### src/rtl/mdcc_pkg.sv
package mdcc_pkg;

	localparam int OUT_W       = 24;
	localparam int RUN_W       = 16;
	localparam int SCALE_W     = 16;
	localparam int CFG_DATA_W  = 24;
	localparam int CFG_IDX_W   = 2;

	localparam int DEF_LEN_BITS    = 24;
	localparam int DEF_QUEUE_DEPTH = 2;

	// register indexes on the configuration port
	localparam logic [CFG_IDX_W-1:0] CFG_MIN_SAMPLE = 2'd0;
	localparam logic [CFG_IDX_W-1:0] CFG_PROSE_MIN  = 2'd1;
	localparam logic [CFG_IDX_W-1:0] CFG_LINK_SCALE = 2'd2;
	localparam logic [CFG_IDX_W-1:0] CFG_PARA_SCALE = 2'd3;

	localparam logic [OUT_W-1:0]   RST_MIN_SAMPLE = 24'd4096;
	localparam logic [RUN_W-1:0]   RST_PROSE_MIN  = 16'd200;
	localparam logic [SCALE_W-1:0] RST_LINK_SCALE = 16'd2560;
	localparam logic [SCALE_W-1:0] RST_PARA_SCALE = 16'd2048;

	// "](htt", oldest byte in the top
	localparam logic [39:0] TAIL_HEAD = 40'h5D28687474;
	localparam logic [7:0]  CH_P      = 8'h70;
	localparam logic [7:0]  CH_NL     = 8'h0A;
	localparam logic [RUN_W-1:0] RUN_MAX = {RUN_W{1'b1}};

	typedef struct packed {
		logic [OUT_W-1:0]   min_sample;
		logic [RUN_W-1:0]   prose_min;
		logic [SCALE_W-1:0] link_scale;
		logic [SCALE_W-1:0] para_scale;
	} cfg_t;

endpackage

### src/rtl/mdcc_queue.sv
module mdcc_queue import mdcc_pkg::*; #(
	parameter int WIDTH = 3 * DEF_LEN_BITS,
	parameter int DEPTH = DEF_QUEUE_DEPTH
) (
	input  logic             clk,
	input  logic             arst_n,
	input  logic             push,
	input  logic [WIDTH-1:0] wr_data,
	input  logic             pop,
	output logic [WIDTH-1:0] rd_data,
	output logic             full,
	output logic             not_empty
);

	localparam int PW = (DEPTH > 1) ? $clog2(DEPTH) : 1;
	localparam int CW = $clog2(DEPTH + 1);

	logic [WIDTH-1:0] mem_q [DEPTH];
	logic [PW-1:0]    wr_ptr_q, rd_ptr_q;
	logic [CW-1:0]    count_q;

	assign full      = (count_q == CW'(DEPTH));
	assign not_empty = (count_q != '0);
	assign rd_data   = mem_q[rd_ptr_q];

	always_ff @(posedge clk) begin
		if (push)
			mem_q[wr_ptr_q] <= wr_data;
	end

	always_ff @(posedge clk or negedge arst_n) begin
		if (!arst_n) begin
			wr_ptr_q <= '0;
			rd_ptr_q <= '0;
			count_q  <= '0;
		end else begin
			if (push)
				wr_ptr_q <= (wr_ptr_q == PW'(DEPTH - 1)) ? '0 : wr_ptr_q + 1'b1;
			if (pop)
				rd_ptr_q <= (rd_ptr_q == PW'(DEPTH - 1)) ? '0 : rd_ptr_q + 1'b1;
			if (push && !pop)
				count_q <= count_q + 1'b1;
			else if (pop && !push)
				count_q <= count_q - 1'b1;
		end
	end

endmodule

### config.mk
export PLATFORM = sky130hd
export DESIGN_NAME = mdcc_queue
export DESIGN_NICKNAME = d
export VERILOG_FILES = /design/src/rtl/mdcc_pkg.sv /design/src/rtl/mdcc_queue.sv
export SDC_FILE = /design/constraint.sdc
export NUM_CORES = 1
export LEC_CHECK = 0
export BUFFER_PORTS_ARGS = -buffer_cell sky130_fd_sc_hd__buf_4
export CORE_ASPECT_RATIO = 1.75
export CORE_UTILIZATION = 50
export CTS_BUF_LIST = sky130_fd_sc_hd__clkbuf_4
export DETAILED_ROUTE_END_ITERATION = 12
export GPL_ROUTABILITY_DRIVEN = 0
export HOLD_SLACK_MARGIN = 0.05
export PLACE_DENSITY_LB_ADDON = 0.1
export REMOVE_ABC_BUFFERS = 1
export SLEW_MARGIN = 20
export SYNTH_ARGS = -nofsm -noshare
export SYNTH_HDL_FRONTEND = slang
export SYNTH_SLANG_ARGS = --single-unit
### constraint.sdc
create_clock -name clk -period 4.6 [get_ports clk]
set_input_delay 0.46 -clock clk [delete_from_list [all_inputs] [get_ports clk]]
set_output_delay 0.46 -clock clk [all_outputs]
set_load 0.02 [all_outputs]
==> summary.md <==
| Metric | Value |
|---|---|
| Status | completed |
| Worst path bufs/invs | 2 |
| Unique masters post-synth | 14 |
| DRT Wirelength | 9420 um |
| Final ANT Viol Nets | 0 |
| CP max stage cell | dfrtp_4 |
| Commonest non-fill, non-tap cells in the layout | buf_4 (153), edfxtp_1 (144), mux2_4 (69) |
| Remaining DRCs | 0 |
| WHS | 0.121 ns |
| IO Port Bufs | 149 |
| Max VDD drop | 0.348 mV |
| Endpoint class of the critical path | output port |
| Post-detail-place hpwl | 6210 um |
| Crit Path Max Fanout | 30 |
| Num CTS Buffers | 17 |
| Root Driver | clkbuf_4 |
| Top Family by Delay on Critical Path | flip-flops |
| Row count | 51 |
| Pwr dens | 609 nW/um2 |
| Core Footprint | 11,200 um2 |
| Initial DRC count | 112 |
| Slowest stage delay, CP | 0.74 ns |
| Clock latency on the worst-skew pair | 0.51 ns |
| Net Sw Frac | 31.4% |
| Vias in the first global route | 2,908 |
| Die ar. | 11,900 um2 |
| Worst path most repeated cell | buf_4 |
| Crit path kind | reg2out |
| #FFs+latches synth | 148 |
| Htree depth | 4 |
| Syn_area_per_cell | 23.9 um2 |
| Die Y | 144 um |
| Io pins | 150 |
| Placement Setup Slack | 2.27 ns |
| DRT Pass-1 Iters | 4 |
| CTS tree | built |
| Routed wire per std cell | 17.2 um |
| Fmax | 0.351 GHz |
| Required time of the worst setup path | 4.14 ns |
| Via count | 2,727 |
| Total gr overflow | 0 |
| Sequential fraction of the synthesis area | 77.2% |
| Sw power | 1370 uW |
| GRT Total Usage | 16.1% |
| Maxcap violations | 0 |
| Syn. warnings | 0 |
| Worst EP arrival | 2.39 ns |
| Sum Neg Setup Slack | 0 ns |
| Placed insts | 517 |
| Slew @ Worst Pin | 1.01 ns |
| LEAKAGE | 0.00291 uW |
| Int Pwr | 3010 uW |
| Tmin final | 2.85 ns |
| Fillers | 788 |
| Crit start category | register |
| Gate power share | 38.5% |
| Post-Synthesis Cells | 240 |
| Final hold viol count | 0 |
| Die width | 83.0 um |
| Post-CTS Setup Bufs | 0 |
| Deepest clock path buffer count | 2 |
| Clk sinks | 148 |
| Final setup fails | 0 |
| Total power draw | 4380 uW |
| Slew margin rel. | 32.4% |
| Clock Pin Slew Worst Setup and Hold Paths | 0.10 ns |
| Final net count | 482 |
| Largest net degree at the start of global routing | 73 |
| First-pass GRT wire length | 14,000 um |
| Layout cells sized above 1 | 61.7% |
| Mapped Area | 5730 um2 |
| CP Cell Sequence | buf_4, mux2_2, buf_4 |
| Vias/cell | 4.98 |
| RSZ-0062 raised after global routing | false |
| Non-Filler Instances | 548 |
| PnR worst setup slack | 1.75 ns |
| Max-slew violation count | 0 |
| Sequential share of power | 43.8% |
| Leading cell type in the layout, fill and taps excluded | buf_4 |
| Initial antenna violation count | 1 |
| Initial Util | 51.4% |
| Synth-to-Final Area Change | 25.4% |
| Class of the worst hold path | in2reg |
| Clk pwr share | 17.7% |
| Worst clock skew | 0.0119 ns |
| Fin crit share | 61.9% |
## path summary, 6_finish.rpt
check | startpoint | to | slack, ns | cells past startpoint
max in group asynchronous | arst_n | rd_ptr_q | 4.20 | 2
max | rd_ptr_q | rd_data[52] | 1.75 | 3
min in group asynchronous | arst_n | count_q[1] | 0.29 | 2
max reg2reg | wr_ptr_q | mem_q[0][3] | 2.79 | 2
min reg2reg | count_q[1] | count_q[1] | 0.50 | 1
min | pop | rd_ptr_q | 0.12 | 2
## sequential cells by signal, indices dropped and copies added, names as in the netlist
name	flops
count_q	2
rd_ptr_q	1
mem_q	144
wr_ptr_q	1
## per-stage QoR
| step | cell area [um2] | utilization [%] |
|---|---|---|
| after detailed placement | 6910 | 61.9 |
| after floorplan | 5580 | - |
| final | 7190 | 64.4 |
| after global placement | 6910 | 61.9 |
| after global routing | 7190 | 64.4 |
| after CTS | 7190 | 64.4 |
## what timing repair did
action                                  CTS  global route
endpoints found under the setup margin    0             0
hold endpoints to repair                  4             0
resized for setup                         0             0
hold buffers                              1             0
## Yosys cell counts
cell type  number  share of area (%)
mux2_2          3               0.59
dfrtp_1         4                1.7
or2_2           1               0.11
mux2_4         69                 18
inv_1           1              0.065
nor2b_1         2               0.22
ha_1            1               0.22
nor2_1          1              0.065
xnor2_1         1               0.15
buf_12          7                2.4
xor2_1          4               0.61
buf_6           1               0.20
and2_1          1               0.11
edfxtp_1      144                 75
## cells by family (layout without fill, tap and decap cells)
| family | Yosys count | count (layout) | synth area share (%) |
|---|---|---|---|
| adder cells (fa/ha/maj) | 1 | 1 | 0.218 |
| XOR/XNOR | 5 | 5 | 0.764 |
| buffers and inverters | 9 | 184 | 2.71 |
| multiplexers | 72 | 72 | 18.7 |
| AND/OR/NAND/NOR | 5 | 5 | 0.502 |
| other | 0 | 1 | 0 |
| flip-flops | 148 | 148 | 77.2 |
## per-layer routing
layer / global-route usage [%] / up-vias / share of wire (%)
met1: 15.4 / 1334 / 36
met5: 0 / - / 0
met4: 10.3 / 0 / 3.6
met3: 5.97 / 24 / 5.2
met2: 28.9 / 100 / 56
li1: - / 1269 / -
## power by group through the flow
stage               clock network, uW  registers [uW]  logic (uW)
floorplan                           0            2020        1100
global placement                    0            1940        1710
detailed placement                  0            1950        1710
CTS                               799            1920        1710
global route                      839            1950        1780
finish                            774            1920        1690
## layout make-up
cell class	count	area (um2)	area share, %
clock buffers	17	128	1.77
well taps	132	165	2.30
diodes	1	2.50	0.0348
inverters	1	3.75	0.0522
multi-input cells	83	1160	16.2
repair buffers	154	1160	16.1
clock inverters	12	141	1.97
flip-flops and latches	148	4430	61.6
No activity file was read; power rests on OpenSTA's default activity.
