--- src/rtl/mdcc_pkg.sv ---
package mdcc_pkg;

	localparam int OUT_W       = 24;
	localparam int RUN_W       = 16;
	localparam int SCALE_W     = 16;
	localparam int CFG_DATA_W  = 24;
	localparam int CFG_IDX_W   = 2;

	localparam int DEF_LEN_BITS    = 24;
	localparam int DEF_QUEUE_DEPTH = 2;

	// register indexes on the configuration port
	localparam logic [CFG_IDX_W-1:0] CFG_MIN_SAMPLE = 2'd0;
	localparam logic [CFG_IDX_W-1:0] CFG_PROSE_MIN  = 2'd1;
	localparam logic [CFG_IDX_W-1:0] CFG_LINK_SCALE = 2'd2;
	localparam logic [CFG_IDX_W-1:0] CFG_PARA_SCALE = 2'd3;

	localparam logic [OUT_W-1:0]   RST_MIN_SAMPLE = 24'd4096;
	localparam logic [RUN_W-1:0]   RST_PROSE_MIN  = 16'd200;
	localparam logic [SCALE_W-1:0] RST_LINK_SCALE = 16'd2560;
	localparam logic [SCALE_W-1:0] RST_PARA_SCALE = 16'd2048;

	// "](htt", oldest byte in the top
	localparam logic [39:0] TAIL_HEAD = 40'h5D28687474;
	localparam logic [7:0]  CH_P      = 8'h70;
	localparam logic [7:0]  CH_NL     = 8'h0A;
	localparam logic [RUN_W-1:0] RUN_MAX = {RUN_W{1'b1}};

	typedef struct packed {
		logic [OUT_W-1:0]   min_sample;
		logic [RUN_W-1:0]   prose_min;
		logic [SCALE_W-1:0] link_scale;
		logic [SCALE_W-1:0] para_scale;
	} cfg_t;

endpackage

--- src/rtl/mdcc_if.sv ---
interface mdcc_in_if;
	logic       valid;
	logic       ready;
	logic [7:0] text_byte;
	logic       last_byte;

	modport source (output valid, output text_byte, output last_byte, input ready);
	modport sink (input valid, input text_byte, input last_byte, output ready);
endinterface


--- src/rtl/mdcc_front.sv ---
module mdcc_front import mdcc_pkg::*; #(
	parameter int LEN_BITS = DEF_LEN_BITS
) (
	input  logic                  clk,
	input  logic                  arst_n,
	mdcc_in_if.sink               in_ch,
	input  cfg_t                  cfg,
	input  logic                  q_full,
	output logic                  q_push,
	output logic [3*LEN_BITS-1:0] q_data
);

	localparam logic [LEN_BITS-1:0] LEN_MAX = {LEN_BITS{1'b1}};

	logic [39:0]         window_q;
	logic [LEN_BITS-1:0] byte_count_q;
	logic [LEN_BITS-1:0] link_count_q;
	logic [LEN_BITS-1:0] para_count_q;
	logic [RUN_W-1:0]    run_q;

	logic [LEN_BITS-1:0] cnt_nx, link_nx, para_nx;
	logic [RUN_W-1:0]    run_inc, run_nx, closing;
	logic                is_nl, accept;

	assign in_ch.ready = !q_full;
	assign accept      = in_ch.valid && in_ch.ready;
	assign is_nl       = (in_ch.text_byte == CH_NL);

	always_comb begin
		cnt_nx  = (byte_count_q == LEN_MAX) ? byte_count_q : byte_count_q + 1'b1;
		link_nx = link_count_q;
		if (window_q == TAIL_HEAD && in_ch.text_byte == CH_P && link_count_q != LEN_MAX)
			link_nx = link_count_q + 1'b1;
		run_inc = (run_q == RUN_MAX) ? run_q : run_q + 1'b1;
		run_nx  = is_nl ? '0 : run_inc;
		// a newline closes the old run; the last word closes the one it extends
		if (is_nl)
			closing = run_q;
		else if (in_ch.last_byte)
			closing = run_inc;
		else
			closing = '0;
		para_nx = para_count_q;
		if (closing != '0 && closing >= cfg.prose_min && para_count_q != LEN_MAX)
			para_nx = para_count_q + 1'b1;
	end

	assign q_push = accept && in_ch.last_byte;
	assign q_data = {cnt_nx, link_nx, para_nx};

	always_ff @(posedge clk or negedge arst_n) begin
		if (!arst_n) begin
			window_q     <= '0;
			byte_count_q <= '0;
			link_count_q <= '0;
			para_count_q <= '0;
			run_q        <= '0;
		end else if (accept) begin
			if (in_ch.last_byte) begin
				window_q     <= '0;
				byte_count_q <= '0;
				link_count_q <= '0;
				para_count_q <= '0;
				run_q        <= '0;
			end else begin
				window_q     <= {window_q[31:0], in_ch.text_byte};
				byte_count_q <= cnt_nx;
				link_count_q <= link_nx;
				para_count_q <= para_nx;
				run_q        <= run_nx;
			end
		end
	end

endmodule

--- src/flat_wrapper.sv ---
// flat-port wrapper written by rule: the top's interface ports become plain ports
module mdcc_front_flat import mdcc_pkg::*;
#(
	parameter int LEN_BITS = DEF_LEN_BITS
)
  (clk, arst_n, cfg, q_full, q_push, q_data, in_ch_valid, in_ch_text_byte, in_ch_last_byte, in_ch_ready);
  mdcc_in_if in_ch_i ();
  input  logic clk;
  input  logic arst_n;
  input  cfg_t cfg;
  input  logic q_full;
  output logic q_push;
  output logic [3*LEN_BITS-1:0] q_data;
  input wire logic [$bits(in_ch_i.valid)-1:0] in_ch_valid;
  input wire logic [$bits(in_ch_i.text_byte)-1:0] in_ch_text_byte;
  input wire logic [$bits(in_ch_i.last_byte)-1:0] in_ch_last_byte;
  output wire logic [$bits(in_ch_i.ready)-1:0] in_ch_ready;
  assign in_ch_i.valid = in_ch_valid;
  assign in_ch_i.text_byte = in_ch_text_byte;
  assign in_ch_i.last_byte = in_ch_last_byte;
  assign in_ch_ready = in_ch_i.ready;
  mdcc_front #(.LEN_BITS(LEN_BITS)) u_core (.clk(clk), .arst_n(arst_n), .in_ch(in_ch_i), .cfg(cfg), .q_full(q_full), .q_push(q_push), .q_data(q_data));
endmodule
--- config.mk ---
export PLATFORM = sky130hd
export DESIGN_NAME = mdcc_front_flat
export DESIGN_NICKNAME = d
export VERILOG_FILES = /design/src/rtl/mdcc_pkg.sv /design/src/rtl/mdcc_if.sv /design/src/rtl/mdcc_front.sv /design/src/flat_wrapper.sv
export SDC_FILE = /design/constraint.sdc
export NUM_CORES = 1
export LEC_CHECK = 0
export BUFFER_PORTS_ARGS = -buffer_cell sky130_fd_sc_hd__buf_2
export CAP_MARGIN = 20
export CORE_ASPECT_RATIO = 1.25
export CORE_UTILIZATION = 34
export CTS_BUF_LIST = sky130_fd_sc_hd__clkbuf_8
export CTS_CLUSTER_SIZE = 12
export DETAILED_ROUTE_END_ITERATION = 8
export SYNTH_ARGS = -nofsm -noshare
export SYNTH_HDL_FRONTEND = slang
export SYNTH_SLANG_ARGS = --single-unit
--- constraint.sdc ---
create_clock -name clk -period 12.65 [get_ports clk]
set_input_delay 2.53 -clock clk [delete_from_list [all_inputs] [get_ports clk]]
set_output_delay 2.53 -clock clk [all_outputs]
set_load 0.02 [all_outputs]
==> metrics.csv, run 1 <==
metric,value,unit
status,finished clean,
postcts setup bufs,0,
GRT met3 Usage,0.0299,
total core area,0.0245,mm2
Total GRT Usage,0.186,
clk sinks,128,
share of cells above drive strength 1,0.156,
sequential share of the synthesized area,0.376,
Ports,159,
"Distinct cells, synth",79,
Pins Over Slew Limit,0,
R2R depth,16,
Commonest cells post-synth,"nand2_1, dfrtp_1, o21ai_0",
vias in the first global route,7180,
Area contributors post-synth,"dfrtp_1, nand2_1, o21ai_0, xnor2_1, ha_1",
worst-skew pair later-pin latency,450,ps
H-tree levels,4,
mapped cell area,0.00852,mm2
busiest grt layer,met2,
Worst Tran Pin Value,1020,ps
Syn Nets,1152,
first-pass GRT wire length,37300,um
Setup CP Type,in2out,
GR Util met2,0.305,
synth-to-layout area growth,13.6,%
NumNets Final,1209,
Routed WL per cell,16.0,um
Clock Skew,10.0,ps
die width,144,um
Post-synth EDFFs,0,
ANT cells,0,
die area,0.0257,mm2
DRT antenna net count,0,
Achievable Freq,103,MHz
largest net degree at the start of global routing,111,
cell count after synthesis,1047,
max-cap violations,0,
Post-CTS Resized,0,
Syn. warnings,0,
IO buf count,102,
CTS Hold Buffers Added,0,
Peak VDD IR,0.0589,mV
Yosys top cell by area,dfrtp_1,
global-route met1 utilization,0.248,
RSZ-0062 raised after global routing,false,
DRT iter0 DRCs,519,
Worst EP arrival,7180,ps
Vias,7724,
Mean Syn Cell Area,8.13,um2
drt via density,5.34,
"FFs w/ async S/R, synth",1.00,
post-route minimum period,9710,ps
"count leader, synth",nand2_1,
Power Dens Cells,102,mW/mm2
setup violators final,0,
"Hold Vio Cnt, Final",0,
crit end category,output pin,
Seq cells post-synth,128,
DRT Pass-1 Iters,5,
period utilisation layout,0.768,
Setup TNS,0,ps
final wirelength,23200,um
CTS root buf,clkbuf_8,
starting density of the core,0.348,
TritonCTS Buffers,17,
largest buffer count on any clock path,2,
Worst Path Required,10120,ps
die span in y,179,um
element type at the critical path start,input pin,
CP max FO,25,
Pleak,4.34,nW
CTS tree,yes,
ys flop type,dfrtp_1,
num rows,64,
fill count,2539,
Slew headroom,0.319,
WHS Path Cells,2,
grt ovf,0,
DP HPWL,15400,um
"Reg clk slew, reported paths",70,ps
GPL Wtd Cong,0.897,
initial antenna violation count,0,
top-area cell type share of the netlist area,0.376,
Final Util,0.395,
HP Class,reg2reg,
DRC,0,
-- cell families (layout without fill, tap and decap cells) --
| kind of cell | after synthesis | after routing | share of synthesized area |
|---|---|---|---|
| flip-flops | 128 | 128 | 0.376 |
| adder cells (fa/ha/maj) | 20 | 20 | 0.0294 |
| multiplexers | 12 | 12 | 0.0144 |
| XOR/XNOR | 68 | 68 | 0.0699 |
| buffers and inverters | 105 | 175 | 0.0486 |
| AO/OA/AOI/OAI | 263 | 263 | 0.195 |
| AND/OR/NAND/NOR | 451 | 451 | 0.266 |
-- final timing paths --
check / startpoint / end / slack, ps
hold reg to reg: u_core.window_q[35] / u_core.window_q[35] / 480
setup reg to reg: u_core.run_q[0] / u_core.para_count_q[16] / 7840
setup / recovery: in_ch_text_byte[0] / q_data[16] / 2940
hold / removal: u_core.window_q[35] / u_core.window_q[35] / 480
max in group asynchronous: arst_n / u_core.link_count_q[20] / 9310
min in group asynchronous: arst_n / u_core.link_count_q[8] / 2120
-- placed cells by master, fill, tap and decap left out, drive strengths merged, types with 5 or more instances in the layout --
master  synthesis  final
inv            32     33
o31ai          17     17
nand3          47     47
and3           19     19
nand2b          5      5
a21oi          43     43
a22o           15     15
clkbuf         55     24
a31oi           7      7
a41oi           5      5
nor3           19     19
dfrtp         128    128
a21o           13     13
nor2b           8      8
o211ai          5      5
nand2         201    201
xor2           28     28
and4            8      8
o21ai         119    119
and2            8      8
nor4bb          7      7
nor2           62     62
nand4          25     25
or3            12     12
ha             20     20
buf            17    110
xnor2          40     40
mux2i          10     10
nor4           16     16
-- through the flow --
step                      total power [mW]  setup WS, ps  area (um2)  hold slack (ps)  cells
final                                0.989          2940        9680              478   1447
after global routing                  1.04          2600        9680              505   1447
after CTS                             1.00          2670        9660              483   1446
after detailed placement             0.617          2700        9230              469   1414
after global placement               0.614          2750        9230              456   1414
after floorplan                      0.561          4370        8520              441   1047
-- power by group --
part / internal [mW] / switching, mW
clock network: 0.211 / 0.170
registers: 0.431 / 0.0293
logic: 0.0541 / 0.0935
total: 0.696 / 0.292
-- cell type report --
type	count	area, um2	area share
Clock inverter	8	100	0.0103
Multi-Input combinational cell	814	4920	0.509
Inverter	33	124	0.0128
Sequential cell	128	3200	0.331
Clock buffer	24	330	0.0341
Timing Repair Buffer	110	584	0.0604
Tap cell	330	413	0.0427
-- flip-flops by register name, summed over array words and instances, names as in the netlist --
register / flops
u_core.byte_count_q: 24
u_core.para_count_q: 24
u_core.run_q: 16
u_core.window_q: 40
u_core.link_count_q: 24
-- layer usage --
metal	up-vias	routed length [um]
li1	3829	-
met1	3677	10600
met2	181	11200
met3	37	848
met4	0	478
met5	-	0
-- worst max-delay path: stages --
cell	delay, ps
buf_2	100
nor3_1	520
and4_1	880
nor2_1	120
a311oi_1	510
ha_1	350
nand4_1	120
nor2_1	70
a21oi_1	130
o211ai_1	110
a41oi_1	400
nor2_1	170
o21ai_2	420
nor2_1	170
xor2_1	320
buf_2	230
Note: power is estimated with default switching activity, not from simulation.
==> run 2, diff against run 1 <==
==> constraint.sdc (replaced) <==
create_clock -name clk -period 9 [get_ports clk]
set_input_delay 1.8 -clock clk [delete_from_list [all_inputs] [get_ports clk]]
set_output_delay 1.8 -clock clk [all_outputs]
set_load 0.02 [all_outputs]
==> run 2 against run 1 <==
  * Sequential cell count stayed put
  * Clock skew is 2.5 ps higher
  * Count of clock-buffer cells in the layout fell by 5
  * Sequential power up 41%
  * Highest routed layer unchanged
==> metrics.csv, run 2 (same netlist as run 1, synthesis figures left out) <==
metric,value,unit
CP startpoint,in_ch_text_byte[0],
Ports,159,
die area,0.0257,mm2
HP Class,reg2reg,
total core area,0.0245,mm2
Slew headroom,0.294,
die width,144,um
drt via density,5.35,
clk sinks,128,
postcts setup bufs,0,
crit path to,q_data[3],
"most common cell after layout, fill and taps aside",nand2_1,
initial antenna violation count,0,
Area after DPL,0.00927,mm2
Pins Over Slew Limit,0,
Peak VDD IR,0.0811,mV
largest buffer count on any clock path,2,
num rows,64,
crit-path cells,"buf_2, nor3_1, and4_1, buf_4, nor2_1, mux2_2, a22oi_2, inv_1, ha_1, nand3_1, o21ai_0, a41oi_1, nor2_1, o21a_1, and2_1, xor2_1, buf_2",
RSZ-0062 raised after global routing,false,
DRT iter0 DRCs,520,
multi-input logic area,0.00492,mm2
grt ovf,0,
DRT antenna net count,0,
share of cells above drive strength 1,0.159,
Final Util,0.394,
final wirelength,23300,um
"Reg clk slew, reported paths",80,ps
DRC,0,
"Hold Vio Cnt, Final",0,
status,finished clean,
slowest CP cell,o21a_1,
first-pass GRT wire length,37800,um
Worst EP arrival,6060,ps
most flop-heavy register,u_core.window_q,
synth-to-layout area growth,13.2,%
setup violators final,0,
worst-skew pair later-pin latency,450,ps
R2R setup slack,4180,ps
period utilisation layout,0.873,
element type at the critical path start,input pin,
most frequent cells in the layout,"nand2_1, dfrtp_1, o21ai_0, buf_2, nor2_1",
fill count,2547,
Hold Startpoint,u_core.window_q[36],
Pleak,4.33,nW
H-tree levels,4,
TritonCTS Buffers,17,
CTS root buf,clkbuf_8,
Worst Path Required,7200,ps
Worst R2R End,u_core.para_count_q[14],
ANT cells,0,
CP max FO,15,
Achievable Freq,127,MHz
die span in y,179,um
"non-filler cells, final",1451,
max-cap violations,0,
Post-CTS Resized,0,
CTS tree,yes,
Setup CP Type,in2out,
register area,0.00320,mm2
Routed WL per cell,16.1,um
"Design Area, Final",0.00964,mm2
Critical R2R Launch,u_core.run_q[0],
Power Dens Cells,139,mW/mm2
R2R depth,16,
NumNets Final,1213,
placed insts,1419,
CTS Hold Buffers Added,0,
DRT Pass-1 Iters,6,
Total GRT Usage,0.188,
Final Power,1.34,mW
DP HPWL,15800,um
vias in the first global route,7353,
largest net degree at the start of global routing,111,
IO buf count,102,
Vias,7762,
post-route minimum period,7860,ps
crit end category,output pin,
Clock Skew,12.5,ps
max reg flops,40,
Worst Tran Pin Value,1050,ps
starting density of the core,0.348,
Setup TNS,0,ps
GPL Wtd Cong,0.892,
"slowest stage delay, CP",550,ps
-- run 2: worst max-delay path: cells and delay by family --
| family | cells | cell delay, ps |
|---|---|---|
| AND/OR/NAND/NOR | 6 | 1520 |
| AO/OA/AOI/OAI | 4 | 1280 |
| buffers and inverters | 4 | 640 |
| multiplexers | 1 | 270 |
| adder cells (fa/ha/maj) | 1 | 270 |
| XOR/XNOR | 1 | 250 |
-- run 2: layout make-up --
cell class | instances | share of cell area
multi-input cells | 814 | 0.510
repair buffers | 114 | 0.0629
flip-flops and latches | 128 | 0.332
well taps | 330 | 0.0428
inverters | 33 | 0.0128
clock inverters | 13 | 0.0117
clock buffers | 19 | 0.0271
-- run 2: worst min path at each step --
stage / end / cells past startpoint
after floorplan: u_core.window_q[35] / 2
after global placement: u_core.window_q[36] / 2
after detailed placement: u_core.window_q[36] / 2
after CTS: u_core.window_q[36] / 2
after global routing: u_core.window_q[39] / 2
final: u_core.window_q[36] / 2
-- run 2: layer usage --
metal	GRT usage	up-vias	part of all wire
li1	-	3845	-
met1	0.242	3719	0.46
met2	0.314	163	0.49
met3	0.0278	35	0.031
met4	0.0745	0	0.021
met5	0	-	0
-- run 2: stage by stage --
stage,hold slack (ps),setup slack (ps)
5_1_grt,523,841
3_5_place_dp,463,1190
6_report,474,1140
4_1_cts,481,1180
3_3_place_gp,457,1200
2_1_floorplan,441,2180
-- run 2: where the power goes --
group / switching, mW / total, mW / internal (mW)
clock network: 0.252 / 0.484 / 0.232
logic: 0.131 / 0.208 / 0.0764
registers: 0.0415 / 0.647 / 0.605
